`config.mk`:
```
export PLATFORM = sky130hd
export DESIGN_NAME = temp_sensor_scratchpad_check
export DESIGN_NICKNAME = d
export VERILOG_FILES = /design/src/hdl/tscc_pkg.sv /design/src/hdl/tscc_front.sv /design/src/hdl/tscc_fifo.sv /design/src/hdl/tscc_back.sv /design/src/hdl/temp_sensor_scratchpad_check.sv
export SDC_FILE = /design/constraint.sdc
export NUM_CORES = 1
export LEC_CHECK = 0
export BUFFER_PORTS_ARGS = -buffer_cell sky130_fd_sc_hd__buf_2
export CORE_ASPECT_RATIO = 0.9
export CORE_UTILIZATION = 30
export CTS_BUF_LIST = sky130_fd_sc_hd__clkbuf_4
export DETAILED_ROUTE_END_ITERATION = 8
export PLACE_DENSITY = 0.56
export SLEW_MARGIN = 30
export SYNTH_ARGS = -nofsm -noshare
export SYNTH_HDL_FRONTEND = slang
export SYNTH_SLANG_ARGS = --single-unit
```
`constraint.sdc`:
```
create_clock -name clk -period 7.4 [get_ports clk]
set_clock_uncertainty 0.1 [all_clocks]
set_input_delay 1.11 -clock clk [delete_from_list [all_inputs] [get_ports clk]]
set_output_delay 1.11 -clock clk [all_outputs]
set_load 0.02 [all_outputs]
```
`src/hdl/tscc_pkg.sv`:
```
package tscc_pkg;

    // Register indexes on the configuration port
    localparam logic [0:0] REG_RESOLUTION = 1'b0;
    localparam logic [0:0] REG_FAHRENHEIT = 1'b1;

    // Resolution codes
    localparam logic [1:0] RES_9BIT  = 2'd0;
    localparam logic [1:0] RES_10BIT = 2'd1;
    localparam logic [1:0] RES_11BIT = 2'd2;
    localparam logic [1:0] RES_12BIT = 2'd3;

    // Scratchpad layout
    localparam logic [3:0] POS_TEMP_LSB = 4'd0;
    localparam logic [3:0] POS_TEMP_MSB = 4'd1;
    localparam logic [3:0] POS_CRC      = 4'd8;

    // Reflected CRC-8 polynomial
    localparam logic [7:0] CRC_POLY = 8'h8C;

    // Fahrenheit conversion: floor(raw*9/5) + 512 computed as
    // floor((raw*9 + 5*65536) / 5) - 65536 + 512, divide by 5 done as a
    // multiply by ceil(2^22/5) and a shift; exact for a dividend below 2^22.
    localparam logic [20:0] F_BIAS      = 21'd327680;
    localparam logic [19:0] DIV5_RECIP  = 20'd838861;
    localparam int          DIV5_SHIFT  = 22;
    localparam logic [17:0] F_OFFSET    = 18'd65024;

    typedef logic signed [16:0] temp_t;
    typedef logic signed [15:0] raw_t;

    // One finished scratchpad, handed from the front to the back
    typedef struct packed {
        raw_t raw;
        logic fahrenheit;
        logic crc_ok;
        logic blank;
    } frame_rec_t;

    // Low byte mask for a resolution code
    function automatic logic [7:0] res_mask(input logic [1:0] res);
        logic [7:0] m;
        case (res)
            RES_9BIT:  m = 8'hF8;
            RES_10BIT: m = 8'hFC;
            RES_11BIT: m = 8'hFE;
            RES_12BIT: m = 8'hFF;
            default:   m = 8'hFF;
        endcase
        return m;
    endfunction

    // One byte of the reflected CRC-8, LSB first
    function automatic logic [7:0] crc8_byte(input logic [7:0] crc_in, input logic [7:0] b);
        logic [7:0] c;
        logic       mix;
        c = crc_in;
        for (int k = 0; k < 8; k++)
        begin
            mix = c[0] ^ b[k];
            c   = {1'b0, c[7:1]};
            if (mix)
            begin
                c = c ^ CRC_POLY;
            end
        end
        return c;
    endfunction

endpackage

```
`src/hdl/tscc_front.sv`:
```
module tscc_front (
    input  logic                clk,
    input  logic                rst_n,
    input  logic                cfg_wr_en,
    input  logic [0:0]          cfg_index,
    input  logic [1:0]          cfg_data,
    input  logic                in_valid,
    output logic                in_ready,
    input  logic [7:0]          data_byte,
    input  logic                frame_start,
    input  logic                q_full,
    output logic                q_push,
    output tscc_pkg::frame_rec_t q_data
);
    import tscc_pkg::*;

    logic [1:0] resolution_reg;
    logic       fahrenheit_reg;
    logic [3:0] pos_reg,  pos_next;
    logic [7:0] crc_reg,  crc_next;
    logic       zero_reg, zero_next;
    logic [7:0] lsb_reg,  lsb_next;
    logic [7:0] msb_reg,  msb_next;

    logic       fire;
    logic [3:0] pos_eff;
    logic [7:0] crc_eff;
    logic       zero_eff;

    // Configuration registers
    always_ff @(posedge clk or negedge rst_n)
    begin
        if (!rst_n)
        begin
            resolution_reg <= RES_12BIT;
            fahrenheit_reg <= 1'b0;
        end
        else if (cfg_wr_en)
        begin
            case (cfg_index)
                REG_RESOLUTION: resolution_reg <= cfg_data;
                REG_FAHRENHEIT: fahrenheit_reg <= cfg_data[0];
                default: ;
            endcase
        end
    end

    assign in_ready = !q_full;
    assign fire     = in_valid && in_ready;

    // Frame start restarts the frame in the same cycle
    assign pos_eff  = frame_start ? 4'd0 : pos_reg;
    assign crc_eff  = frame_start ? 8'd0 : crc_reg;
    assign zero_eff = frame_start ? 1'b1 : zero_reg;

    // Byte classification and frame tracking
    always_comb
    begin
        pos_next  = pos_reg;
        crc_next  = crc_reg;
        zero_next = zero_reg;
        lsb_next  = lsb_reg;
        msb_next  = msb_reg;
        q_push    = 1'b0;
        if (fire)
        begin
            if (pos_eff < POS_CRC)
            begin
                if (pos_eff == POS_TEMP_LSB)
                begin
                    lsb_next = data_byte;
                end
                if (pos_eff == POS_TEMP_MSB)
                begin
                    msb_next = data_byte;
                end
                crc_next  = crc8_byte(crc_eff, data_byte);
                zero_next = zero_eff && (data_byte == 8'd0);
                pos_next  = pos_eff + 4'd1;
            end
            else
            begin
                q_push    = 1'b1;
                pos_next  = 4'd0;
                crc_next  = 8'd0;
                zero_next = 1'b1;
            end
        end
    end

    // Record for a finished frame
    always_comb
    begin
        q_data.raw        = raw_t'({msb_reg, lsb_reg & res_mask(resolution_reg)});
        q_data.fahrenheit = fahrenheit_reg;
        q_data.crc_ok     = (crc_eff == data_byte);
        q_data.blank      = zero_eff;
    end

    always_ff @(posedge clk or negedge rst_n)
    begin
        if (!rst_n)
        begin
            pos_reg  <= 4'd0;
            crc_reg  <= 8'd0;
            zero_reg <= 1'b1;
            lsb_reg  <= 8'd0;
            msb_reg  <= 8'd0;
        end
        else
        begin
            pos_reg  <= pos_next;
            crc_reg  <= crc_next;
            zero_reg <= zero_next;
            lsb_reg  <= lsb_next;
            msb_reg  <= msb_next;
        end
    end

    // Position never runs past the check byte
    a_pos_range: assert property (@(posedge clk) disable iff (!rst_n)
        pos_reg <= POS_CRC)
        else $error("byte position out of range");

    // A record only leaves on the check byte
    a_push_pos: assert property (@(posedge clk) disable iff (!rst_n)
        q_push |-> (pos_eff == POS_CRC) && fire)
        else $error("push outside check byte");

    // A frame start byte is always byte 0, never the check byte
    a_start_no_push: assert property (@(posedge clk) disable iff (!rst_n)
        fire && frame_start |-> !q_push)
        else $error("push on frame start");

endmodule

```
`src/hdl/tscc_fifo.sv`:
```
module tscc_fifo (
    input  logic                 clk,
    input  logic                 rst_n,
    input  logic                 push,
    input  tscc_pkg::frame_rec_t push_data,
    output logic                 full,
    input  logic                 pop,
    output logic                 empty,
    output tscc_pkg::frame_rec_t pop_data
);
    import tscc_pkg::*;

    frame_rec_t entry_reg [2];
    logic       wr_ptr_reg, wr_ptr_next;
    logic       rd_ptr_reg, rd_ptr_next;
    logic [1:0] count_reg,  count_next;

    assign full     = (count_reg == 2'd2);
    assign empty    = (count_reg == 2'd0);
    assign pop_data = entry_reg[rd_ptr_reg];

    // Pointer and fill count update
    always_comb
    begin
        wr_ptr_next = wr_ptr_reg ^ push;
        rd_ptr_next = rd_ptr_reg ^ pop;
        count_next  = count_reg + {1'b0, push} - {1'b0, pop};
    end

    always_ff @(posedge clk)
    begin
        if (push)
        begin
            entry_reg[wr_ptr_reg] <= push_data;
        end
    end

    always_ff @(posedge clk or negedge rst_n)
    begin
        if (!rst_n)
        begin
            wr_ptr_reg <= 1'b0;
            rd_ptr_reg <= 1'b0;
            count_reg  <= 2'd0;
        end
        else
        begin
            wr_ptr_reg <= wr_ptr_next;
            rd_ptr_reg <= rd_ptr_next;
            count_reg  <= count_next;
        end
    end

    a_no_overflow: assert property (@(posedge clk) disable iff (!rst_n)
        !(push && full))
        else $error("queue overflow");

    a_no_underflow: assert property (@(posedge clk) disable iff (!rst_n)
        !(pop && empty))
        else $error("queue underflow");

    a_count_ptrs: assert property (@(posedge clk) disable iff (!rst_n)
        (count_reg == 2'd1) == (wr_ptr_reg != rd_ptr_reg))
        else $error("queue pointers disagree with count");

endmodule

```
`src/hdl/tscc_back.sv`:
```
module tscc_back (
    input  logic                 clk,
    input  logic                 rst_n,
    input  logic                 q_empty,
    input  tscc_pkg::frame_rec_t q_data,
    output logic                 q_pop,
    output logic                 out_valid,
    input  logic                 out_ready,
    output tscc_pkg::temp_t      temperature,
    output logic                 crc_match,
    output logic                 blank_flag,
    output logic                 reading_valid
);
    import tscc_pkg::*;

    // Stage 1: biased dividend
    logic        s1_valid_reg;
    frame_rec_t  s1_rec_reg;
    logic [19:0] s1_num_reg;
    // Stage 2: reciprocal product
    logic        s2_valid_reg;
    frame_rec_t  s2_rec_reg;
    logic [39:0] s2_prod_reg;
    // Output register
    logic        o_valid_reg;
    temp_t       o_temp_reg;
    logic        o_crc_reg;
    logic        o_blank_reg;

    logic        o_ready, s2_ready, s1_ready;
    logic signed [20:0] raw_ext;
    logic signed [20:0] num_full;
    logic [17:0] quot;
    logic [17:0] fahr;
    temp_t       temp_calc;

    // Stall chain: a stage moves when the next one is free or moving
    assign o_ready  = !o_valid_reg || out_ready;
    assign s2_ready = !s2_valid_reg || o_ready;
    assign s1_ready = !s1_valid_reg || s2_ready;
    assign q_pop    = !q_empty && s1_ready;

    // raw*9 + 5*65536, always positive and below 2^20
    assign raw_ext  = 21'(q_data.raw);
    assign num_full = (raw_ext <<< 3) + raw_ext + $signed(F_BIAS);

    // Quotient by 5 and offset back to Fahrenheit sixteenths
    assign quot = s2_prod_reg[39:DIV5_SHIFT];
    assign fahr = quot - F_OFFSET;
    assign temp_calc = s2_rec_reg.fahrenheit ? temp_t'(fahr[16:0])
                                             : temp_t'(s2_rec_reg.raw);

    always_ff @(posedge clk or negedge rst_n)
    begin
        if (!rst_n)
        begin
            s1_valid_reg <= 1'b0;
            s2_valid_reg <= 1'b0;
            o_valid_reg  <= 1'b0;
        end
        else
        begin
            if (s1_ready)
            begin
                s1_valid_reg <= q_pop;
            end
            if (s2_ready)
            begin
                s2_valid_reg <= s1_valid_reg;
            end
            if (o_ready)
            begin
                o_valid_reg <= s2_valid_reg;
            end
        end
    end

    // Payload registers
    always_ff @(posedge clk)
    begin
        if (q_pop)
        begin
            s1_rec_reg <= q_data;
            s1_num_reg <= num_full[19:0];
        end
        if (s2_ready && s1_valid_reg)
        begin
            s2_rec_reg  <= s1_rec_reg;
            s2_prod_reg <= s1_num_reg * DIV5_RECIP;
        end
        if (o_ready && s2_valid_reg)
        begin
            o_temp_reg  <= temp_calc;
            o_crc_reg   <= s2_rec_reg.crc_ok;
            o_blank_reg <= s2_rec_reg.blank;
        end
    end

    assign out_valid     = o_valid_reg;
    assign temperature   = o_temp_reg;
    assign crc_match     = o_crc_reg;
    assign blank_flag    = o_blank_reg;
    assign reading_valid = o_crc_reg && !o_blank_reg;

    // A stalled middle stage keeps its product
    a_s2_hold: assert property (@(posedge clk) disable iff (!rst_n)
        s2_valid_reg && !o_ready |=> s2_valid_reg && $stable(s2_prod_reg))
        else $error("stage 2 lost data under stall");

    // Dividend stays in the range where the reciprocal is exact
    a_num_range: assert property (@(posedge clk) disable iff (!rst_n)
        s1_valid_reg |-> s1_num_reg >= 20'd32768 && s1_num_reg <= 20'd622583)
        else $error("dividend out of range");

    // A waiting output item holds until taken
    a_out_hold: assert property (@(posedge clk) disable iff (!rst_n)
        out_valid && !out_ready |=> out_valid && $stable(temperature))
        else $error("output item changed under stall");

endmodule

```
`src/hdl/temp_sensor_scratchpad_check.sv`:
```
// Scratchpad checker for a 1-Wire temperature sensor.
// Input channel (in_valid/in_ready): one scratchpad byte per item, bytes 0..8
// in bus order; frame_start marks byte 0 and drops any partial frame.
// Output channel (out_valid/out_ready): one item per complete frame, carrying
// the temperature in 1/16 degree (Celsius, or Fahrenheit when enabled), the
// CRC match, the all-zero flag and reading_valid.
// Configuration: cfg_wr_en with cfg_index 0 writes resolution, index 1 the
// Fahrenheit enable; write only while the block is idle.
// Throughput: one byte per cycle while the queue is not full. The CRC and byte
// classification are combinational in the front end; each finished frame
// enters a two-entry queue, then passes the dividend stage, the divide-by-5
// multiply stage and the output register.
// Stalls: out_ready low holds the output register; the back-end pipeline and
// then the queue fill, and in_ready drops only when the queue is full.
// Reset: resolution returns to 12 bit, Celsius mode, frame counting restarts
// at byte 0 and all pending results are discarded.
module temp_sensor_scratchpad_check (
    input  logic            clk,
    input  logic            rst_n,
    input  logic            cfg_wr_en,
    input  logic [0:0]      cfg_index,
    input  logic [1:0]      cfg_data,
    input  logic            in_valid,
    output logic            in_ready,
    input  logic [7:0]      data_byte,
    input  logic            frame_start,
    output logic            out_valid,
    input  logic            out_ready,
    output tscc_pkg::temp_t temperature,
    output logic            crc_match,
    output logic            blank_flag,
    output logic            reading_valid
);
    import tscc_pkg::*;

    logic       q_push, q_full, q_pop, q_empty;
    frame_rec_t q_wdata, q_rdata;

    tscc_front u_front (
        .clk         (clk),
        .rst_n       (rst_n),
        .cfg_wr_en   (cfg_wr_en),
        .cfg_index   (cfg_index),
        .cfg_data    (cfg_data),
        .in_valid    (in_valid),
        .in_ready    (in_ready),
        .data_byte   (data_byte),
        .frame_start (frame_start),
        .q_full      (q_full),
        .q_push      (q_push),
        .q_data      (q_wdata)
    );

    tscc_fifo u_fifo (
        .clk       (clk),
        .rst_n     (rst_n),
        .push      (q_push),
        .push_data (q_wdata),
        .full      (q_full),
        .pop       (q_pop),
        .empty     (q_empty),
        .pop_data  (q_rdata)
    );

    tscc_back u_back (
        .clk           (clk),
        .rst_n         (rst_n),
        .q_empty       (q_empty),
        .q_data        (q_rdata),
        .q_pop         (q_pop),
        .out_valid     (out_valid),
        .out_ready     (out_ready),
        .temperature   (temperature),
        .crc_match     (crc_match),
        .blank_flag    (blank_flag),
        .reading_valid (reading_valid)
    );

endmodule

```
======== Word-level counts from Yosys, hierarchy flattened ========
Memory sizes are Yosys's and may differ from the RTL's.
Index checks and enable logic that the tools add are counted.
word-level totals
  memories ................................ 1
  logic and storage cells ................. 118
  bits of input ports ..................... 17
  output and inout port bits .............. 22
  bits in registers ....................... 155
  bits in writable memories ............... 38
memories
  name              depth  bits a word  read ports  clocked after Yosys merged registers in  write ports  RTL line         text
  u_fifo.entry_reg  2      19           1           0                                        1            tscc_fifo.sv:13  frame_rec_t entry_reg [2];
cells by class
  add/subtract/negate cells ............... 6
  reduce and logical (&&, ||, !) cells .... 23
  bitwise logic cells ..................... 20
  multiply operators ...................... 1
  equality and inequality tests ........... 6
  muxes and demuxes ....................... 34
  $lt $le $gt $ge ......................... 1
operator list
  cell                                                                   count
  8-bit 2-to-1 mux                                                       24
  20-bit by 20-bit multiplier with 39-bit output, second input constant  1
  8-bit one-hot mux with 4 select lines                                  1
  2-bit inverter with 3-bit output                                       8
  19-bit by 16-bit adder with 20-bit output                              1
  20-bit adder, second input constant                                    1
  17-bit 2-to-1 mux                                                      1
  17-bit by 16-bit subtractor with 17-bit output, second input constant  1
  1-bit XOR                                                              10
  8-bit bitwise AND                                                      1
  8-bit equality test                                                    1
  8-bit logical NOT                                                      1
  4-bit 2-to-1 mux                                                       2
  2-bit equality test, second input constant                             3
  1-bit logical AND                                                      6
  1-bit logical NOT                                                      6
  1-bit 2-to-1 mux                                                       6
  3-bit AND reduction                                                    2
  4-bit by 1-bit adder with 4-bit output, second input constant          1
  4-bit by 1-bit equality test with 1-bit output, second input constant  1
  2-bit logical NOT                                                      2
  4-bit logical NOT                                                      1
  4-bit less-than comparator, second input constant                      1
  2-bit AND reduction                                                    2
  5 further kinds                                                        7

======== Longest topological paths before layout ========
Gate-level depths: netlist (run 1).
  depth in word-level cells ............... 32
  mapped depth ............................ 22
  depth with buffers taken out ............ 21

======== Modules after synthesis ========
Synthesis (run 1) repeated with hierarchy kept, for this count alone.
second synthesis, totals
  cells, all modules ...................... 1,203
  area, all modules ....................... 14,556.5 um^2
modules (own cells, without submodules)
  module      area an instance (um^2)  seq. area each (um^2)  cells each  times used
  tscc_back   11,036.8                 2,807.7                952         1
  tscc_front  1,863.0                  804.5                  176         1
  tscc_fifo   1,656.6                  1,241.2                75          1

======== Worst setup path before layout (run 1) ========
OpenSTA, ideal clock, no wires.
  kind .................................... reg-to-reg
  start point ............................. register u_back.s1_num_reg[6]
  end point ............................... register u_back.s2_prod_reg[38] (data pin)
  path slack .............................. 1.106 ns
  data required time ...................... 7.044 ns
  arrival time ............................ 5.938 ns
  clock period less this slack ............ 6.294 ns
  stages on the path, launching flop included .. 19
  path buffers ............................ 1
  library setup time ...................... 0.256 ns
  cells stage by stage .................... edfxtp_1 > ha_1 > fa_1 > fa_1 > fa_1 > inv_1 > fa_1 > inv_1 > fa_1 > ha_1 > ha_1 > buf_2 > nand4_1 > or4_1 > a211o_1 > nand3_2 > a41oi_4 > or4b_1 > and4_1
on the way
  word-level cells in the longest chain between the ends .. 1
RTL lines
  element                                         RTL line         text
  start, declared                                 tscc_back.sv:19  logic [19:0] s1_num_reg;
  start signal, assigned                          tscc_back.sv:84  s1_num_reg <= num_full[19:0];
  20-bit by 20-bit multiplier with 39-bit output  tscc_back.sv:89  s2_prod_reg <= s1_num_reg * DIV5_RECIP;
  end signal, assigned                            tscc_back.sv:89
  end, declared                                   tscc_back.sv:23  logic [39:0] s2_prod_reg;
No other way between the ends.
A chain may end at the register's enable or synchronous reset.

======== Worst setup path in the final report (run 1) ========
  start point ............................. register u_back.s1_num_reg[2]
  end point ............................... register u_back.s2_prod_reg[38] (data pin)
Same word-level chain as after synthesis.

==> results of run 1 <==
cells in the mapped netlist, types with 10 or more instances:
master / instances
and2_1: 13
a21oi_1: 43
ha_1: 234
o21ai_0: 36
nor2_1: 44
nor2b_1: 12
fa_1: 131
nand3_1: 18
a21o_1: 15
mux2_2: 46
xnor2_1: 48
nand4_1: 10
inv_1: 201
xor2_1: 32
dfrtp_1: 36
edfxtp_1: 129
nand2_1: 46
final cells by class:
| cell class | count | area (um^2) | area share |
|---|---|---|---|
| tap | 616 | 771 | 0.0490 |
| inverter | 201 | 754 | 0.0480 |
| timing repair buffer | 44 | 265 | 0.0169 |
| multi-input combinational | 838 | 8810 | 0.561 |
| clock buffer | 18 | 135 | 0.00860 |
| sequential | 168 | 4850 | 0.309 |
| clock inverter | 14 | 128 | 0.00812 |
metal layers:
layer	vias up	GRT usage	part of all wire
met5	-	0	0
met4	0	0.0354	0.018
met3	31	0.0212	0.035
met2	155	0.212	0.44
met1	4370	0.203	0.50
li1	4300	-	-
cell families after synthesis:
group | Yosys count | synth area share
adders and majority gates | 365 | 0.383
buffers and inverters | 216 | 0.0578
and+or+nand+nor | 189 | 0.0666
DFF | 168 | 0.335
AOI/OAI and AO/OA | 154 | 0.0698
xor gates and xnor gates | 80 | 0.0484
muxes | 50 | 0.0386
through the flow:
| stage | util | instance area (um^2) |
|---|---|---|
| after floorplan | - | 14500 |
| after global placement | 0.327 | 15400 |
| after detailed placement | 0.328 | 15400 |
| after CTS | 0.333 | 15700 |
| after global routing | 0.334 | 15700 |
| final | 0.334 | 15700 |
path summary, 6_finish.rpt:
check / startpoint / end / slack (ns)
max: u_back.s1_num_reg[2] / u_back.s2_prod_reg[38] / 0.54
max reg2reg: u_back.s1_num_reg[2] / u_back.s2_prod_reg[38] / 0.54
min reg2reg: u_back.s1_rec_reg[16] / u_back.s2_rec_reg[16] / 0.33
min in group asynchronous: rst_n / u_front.msb_reg[6] / 0.34
min: u_back.s1_rec_reg[16] / u_back.s2_rec_reg[16] / 0.33
max in group asynchronous: rst_n / u_front.resolution_reg[1] / 6.45
placed cells by master (no fill, tap or decap), types with 4 or more instances in the layout:
master | Yosys | layout
clkbuf_4 | 0 | 18
and3_1 | 5 | 5
nor4_1 | 4 | 4
xnor2_1 | 48 | 48
inv_6 | 0 | 5
o211ai_1 | 5 | 5
edfxtp_1 | 129 | 129
and2_1 | 13 | 12
o21bai_1 | 7 | 7
buf_4 | 2 | 5
nand2b_1 | 5 | 5
ha_1 | 234 | 232
or2_2 | 6 | 6
buf_2 | 2 | 37
nor3_1 | 6 | 6
mux2i_1 | 4 | 4
a21oi_1 | 43 | 42
a211oi_1 | 5 | 5
fa_1 | 131 | 131
nor2b_1 | 12 | 12
nor2_1 | 44 | 43
a31oi_1 | 8 | 8
nand2_1 | 46 | 46
o21ai_0 | 36 | 36
dfrtp_1 | 36 | 36
o21a_1 | 6 | 6
nand4_1 | 10 | 10
inv_1 | 201 | 201
nand3_1 | 18 | 18
a21o_1 | 15 | 15
xor2_1 | 32 | 32
mux2_2 | 46 | 46
==> summary.md, run 1 <==
| Metric | Value |
|---|---|
| Max_slew headroom | 0.376 |
| Row cnt | 75 |
| Setup TNS | 0 ns |
| Critical path arrival | about 7.2 ns |
| Min Tclk post-route | approximately 7 ns |
| Crit end category | flop |
| Setup violators final | 0 |
| Clock Path Buffers | 2 |
| Area grow syn2layout | 8.57% |
| Period utilization | 0.927 |
| Startpoint types | flop |
| DIE AREA | 0.0491 mm^2 |
| Post-CTS sizing | 0 |
| Failing checks | design-rule violations |
| WL/cell | 17.3 um |
| I/O pins | 39 |
| Tightest Hold Check Type | flop to flop |
| TritonCTS Sinks | 168 |
| Crit path buf inv count | 0 |
| Layout cell share with drive strength beyond 1 | 0.114 |
| CP top delay family | adder cells |
| DP Cell Count | 1867 |
| GRT overflow | 0 |
| Number of flip-flops in the largest register | 38 |
| Worst Hold Slack | 0.328 ns |
| GRT Total Usage | 0.138 |
| Final ANT Viol Nets | 0 |
| Starting Density | 0.307 |
| Crit. path cell count | 17 |
| RSZ-0062 raised after global routing | false |
| Pre-Repair DR Iteration Count | 9 |
| Worst Setup Slack, final | approximately 0.54 ns |
| Critical Path Slowest Stage Cell | edfxtp_1 |
| DR vias/cell | 4.66 |
| Routed Wire Length | 32800 um |
| Reg2reg path depth | 17 |
| Post-route non-filler standard cell count | 1899 |
| Die H | 210 um |
| Reg clk slew, reported paths | 0.16 ns |
| Synth warn | 0 |
| Post-synthesis sequential area ratio | 0.335 |
| Status | finished with violations |
| Crit Path Class | flop to flop |
| ANT cells | 0 |
| Syn Std Cell Area | 0.0145 mm^2 |
| Hold Fails Final Rpt | 0 |
| CTS buffer count | 17 |
| Largest stage delay, worst path | 0.62 ns |
| CTS tree | done |
| Final Max Slew Viols | 0 |
| Place WS | 0.560 ns |
| Hold buffers post-CTS | 0 |
| Post-synth EDFFs | 129 |
| Worst Path Max Fanout | 9 |
| Avg Synthesized Cell Area | between 10 and 15 um^2 |
| Pin count of the biggest net entering global routing | 40 |
| Antenna violations before repair | 1 |
| Synth top area share | 0.268 |
| Die width | 234 um |
| CP Cell Sequence | ha_1 > xor2_1 > ha_1 > or2_2 > fa_1 > fa_1 > fa_1 > fa_1 > ha_1 > ha_1 > nand4_1 > or4_1 > a211o_1 > nand3_2 > a41oi_4 > or4b_1 > and4_1 |
| Port Buffer Count | 38 |
| Drc violations | 2 |
| DR iter-0 viols | 561 |
| Via count | 8856 |
| # Post-CTS Setup Buffers | 0 |
| Vias in the first global route | approximately 9100 |
| Clock Latency Late Sink | 0.62 ns |
| Hold Path Depth | 0 |
| Syn Nets | 1604 |
| Leading area contributor after synthesis | edfxtp_1 |
| Synth Instances | between 1000 and 1500 |
| Yosys reg bits | 168 |
| Total core area | 0.0471 mm^2 |
| Root Buffer Master | clkbuf_4 |
| FILL cells | 4733 |
| Required @ worst endpoint | 7.69 ns |
| CTS H-tree lvls | 4 |
| Fin nets | ~1700 |
| Placed wire-length estimate | 27300 um |
| Gpl congestion | 0.899 |
| Ys async rst share | 0.232 |
| Fmax | 0.146 GHz |
| Distinct cells, synth | 69 |
| Worst-margin pin slew | approximately 0.94 ns |
| Top post-synthesis cells by area | edfxtp_1, ha_1, fa_1 |
| First-pass GRT wire length | 51500 um |
| Max cap viols | 0 |
| Top_reg_cell synth | edfxtp_1 |
Power of run 1 is not shown: default switching activity piles up to over one toggle a cycle in this logic, so the estimate is an artifact.
==> run 2, diff against run 1 <==
==> constraint.sdc (replaced) <==
create_clock -name clk -period 6.5 [get_ports clk]
set_clock_uncertainty 0.1 [all_clocks]
set_input_delay 0.975 -clock clk [delete_from_list [all_inputs] [get_ports clk]]
set_output_delay 0.975 -clock clk [all_outputs]
set_load 0.02 [all_outputs]
==> run 2 against run 1 <==
Net effect: the flow still finishes with violations (design-rule violations); design area is 4.8% higher; via count is 3.1% higher; first-iteration DRC count fell by 19%; critical path depth unchanged; utilization is 1.6 points higher; final cell count is 3.5% higher; global-route usage is 0.47 points higher; sequential share of layout area shrank 1.4 points; sequential cell count is the same; register-to-register slack lost 0.38 ns; setup slack worse by 0.38 ns; die area is the same.
==> summary.md, run 2 (synthesis results as in run 1) <==
| Metric | Value |
|---|---|
| Status | finished with violations (unchanged) |
| Failing checks | design-rule violations (unchanged) |
| Final ANT Viol Nets | 0 (unchanged) |
| Max cap viols | 0 (unchanged) |
| Fmax | 0.158 GHz (was 0.146 GHz) |
| Setup violators final | 0 (unchanged) |
| Drc violations | 2 (unchanged) |
| Starting Density | 0.307 (unchanged) |
| ANT cells | 0 (unchanged) |
| Root Buffer Master | clkbuf_4 (unchanged) |
| Crit end category | flop (unchanged) |
| Hold Fails Final Rpt | 0 (unchanged) |
| CTS H-tree lvls | 4 (unchanged) |
| FILL cells | 4721 (was 4733) |
| Gpl congestion | 0.894 (was 0.899) |
| Worst Setup Slack, final | 0.163 ns (was 0.539 ns) |
| CTS tree | done (unchanged) |
| Placed wire-length estimate | 28600 um (was 27300 um) |
| Clock Path Buffers | 2 (unchanged) |
| Max Used Layer | met4 (unchanged) |
| Worst Hold Slack | 0.222 ns (was 0.328 ns) |
| DIE AREA | 0.0491 mm^2 (unchanged) |
| Row cnt | 75 (unchanged) |
| TritonCTS Sinks | 168 (unchanged) |
| Antenna violations before repair | 0 (was 1) |
| Place WS | -0.0696 ns (was 0.560 ns) |
| Critical path arrival | 6.64 ns (was 7.15 ns) |
| DR iter-0 viols | 453 (was 561) |
| Reg clk slew, reported paths | 0.17 ns (was 0.16 ns) |
| Min Tclk post-route | 6.34 ns (was 6.86 ns) |
| Number of flip-flops in the largest register | 38 (unchanged) |
| Met2 Routed Length | 15200 um (was 14500 um) |
| CTS buffer count | 17 (unchanged) |
| GRT overflow | 0 (unchanged) |
| Worst Path Max Fanout | 7 (was 9) |
| Fin nets | 1718 (was 1652) |
| Final Max Slew Viols | 0 (unchanged) |
| Layout cell share with drive strength beyond 1 | 0.176 (was 0.114) |
| Vias in the first global route | 9462 (was 9065) |
| Period utilization | 0.975 (was 0.927) |
| Tightest Hold Check Type | input port to asynchronous set/reset pin (was flop to flop) |
| Max_slew headroom | 0.394 (was 0.376) |
| Crit Path Class | flop to flop (unchanged) |
| Area grow syn2layout | 13.8% (was 8.57%) |
| DR WL met3 | 1060 um (was 1140 um) |
| Startpoint types | flop (unchanged) |
| Routed Wire Length | 34300 um (was 32800 um) |
| First-pass GRT wire length | 53300 um (was 51500 um) |
| Commonest non-fill, non-tap cells in the layout | ha_1, inv_1, fa_1 (unchanged) |
| Die width | 234 um (unchanged) |
| Clock Latency Late Sink | 0.61 ns (was 0.62 ns) |
| Via count | 9134 (was 8856) |
| WL/cell | 17.4 um (was 17.3 um) |
| Worst-margin pin slew | 0.909 ns (was 0.936 ns) |
| Die H | 210 um (unchanged) |
| Port Buffer Count | 38 (unchanged) |
| Post-Route M1 WL | 17500 um (was 16500 um) |
| Required @ worst endpoint | 6.80 ns (was 7.69 ns) |
| Total core area | 0.0471 mm^2 (unchanged) |
| Pre-Repair DR Iteration Count | 7 (was 9) |
| GRT Total Usage | 0.143 (was 0.138) |
| DR vias/cell | 4.65 (was 4.66) |
| I/O pins | 39 (unchanged) |
| Pin count of the biggest net entering global routing | 40 (unchanged) |
| Most common cell after layout, fill and taps aside | ha_1 (unchanged) |
## run 2: cell count changes in the layout (fill, tap and decap cells not counted), sizes merged
cell	delta
inv	-6
clkinvlp	+5
buf	+66
clkbuf	-1
bufinv	+3
clkinv	-1
## run 2: area by class of cell
cell class / count / area (um^2) / area share
Clock buffer: 17 / 128 / 0.00775
Tap cell: 616 / 771 / 0.0468
Clock inverter: 15 / 193 / 0.0117
Timing Repair Buffer: 110 / 737 / 0.0448
Inverter: 201 / 754 / 0.0458
Multi-Input combinational cell: 838 / 9030 / 0.548
Sequential cell: 168 / 4850 / 0.295
## run 2: stage by stage
step                      utilization  setup TNS (ns)  area (um^2)  instances
final                           0.350               0        16500       1965
after global routing            0.350         -0.0209        16500       1965
after CTS                       0.342               0        16100       1949
after detailed placement        0.335         -0.0696        15800       1916
after global placement          0.335               0        15800       1916
after floorplan                     -               0        14500       1222
## run 2: routing by layer
metal | track usage | vias up
li1 | - | 4432
met1 | 0.209 | 4529
met2 | 0.221 | 136
met3 | 0.0267 | 37
met4 | 0.0251 | 0
met5 | 0 | -
## run 2: timing repair
action / in CTS / in global routing
pin swaps: 0 / 17
buffers inserted: 1 / 16
endpoints found under the setup margin: 1 / 10
gates resized for setup: 1 / 34
hold buffers: 0 / 0
## run 2: final timing paths
path / startpoint / to / slack, ns / cells after the start
worst min register to register: u_back.s1_rec_reg[2] / u_back.s2_rec_reg[2] / 0.34 / 0
worst min-delay path: rst_n / u_fifo.count_reg[0] / 0.22 / 1
worst max-delay path: u_back.s1_num_reg[2] / u_back.s2_prod_reg[38] / 0.16 / 17
max in group asynchronous: rst_n / u_front.resolution_reg[1] / 5.70 / 1
min in group clk: u_back.s1_rec_reg[2] / u_back.s2_rec_reg[2] / 0.34 / 0
worst max register to register: u_back.s1_num_reg[2] / u_back.s2_prod_reg[38] / 0.16 / 17
## run 2: critical path, cell delays in order (launching register included)
cell and delay [ns]:
edfxtp_1 0.67, ha_4 0.28, xor2_1 0.16, ha_1 0.18, or2_2 0.34, fa_2 0.56, fa_1 0.44, fa_1 0.48
fa_1 0.50, ha_1 0.30, ha_1 0.31, nand4_1 0.12, or4_1 0.49, a211o_1 0.29, nand3_4 0.13, a41oi_4 0.12
or4b_1 0.47, and4_1 0.18
Power of run 2 is left out for the same reason.
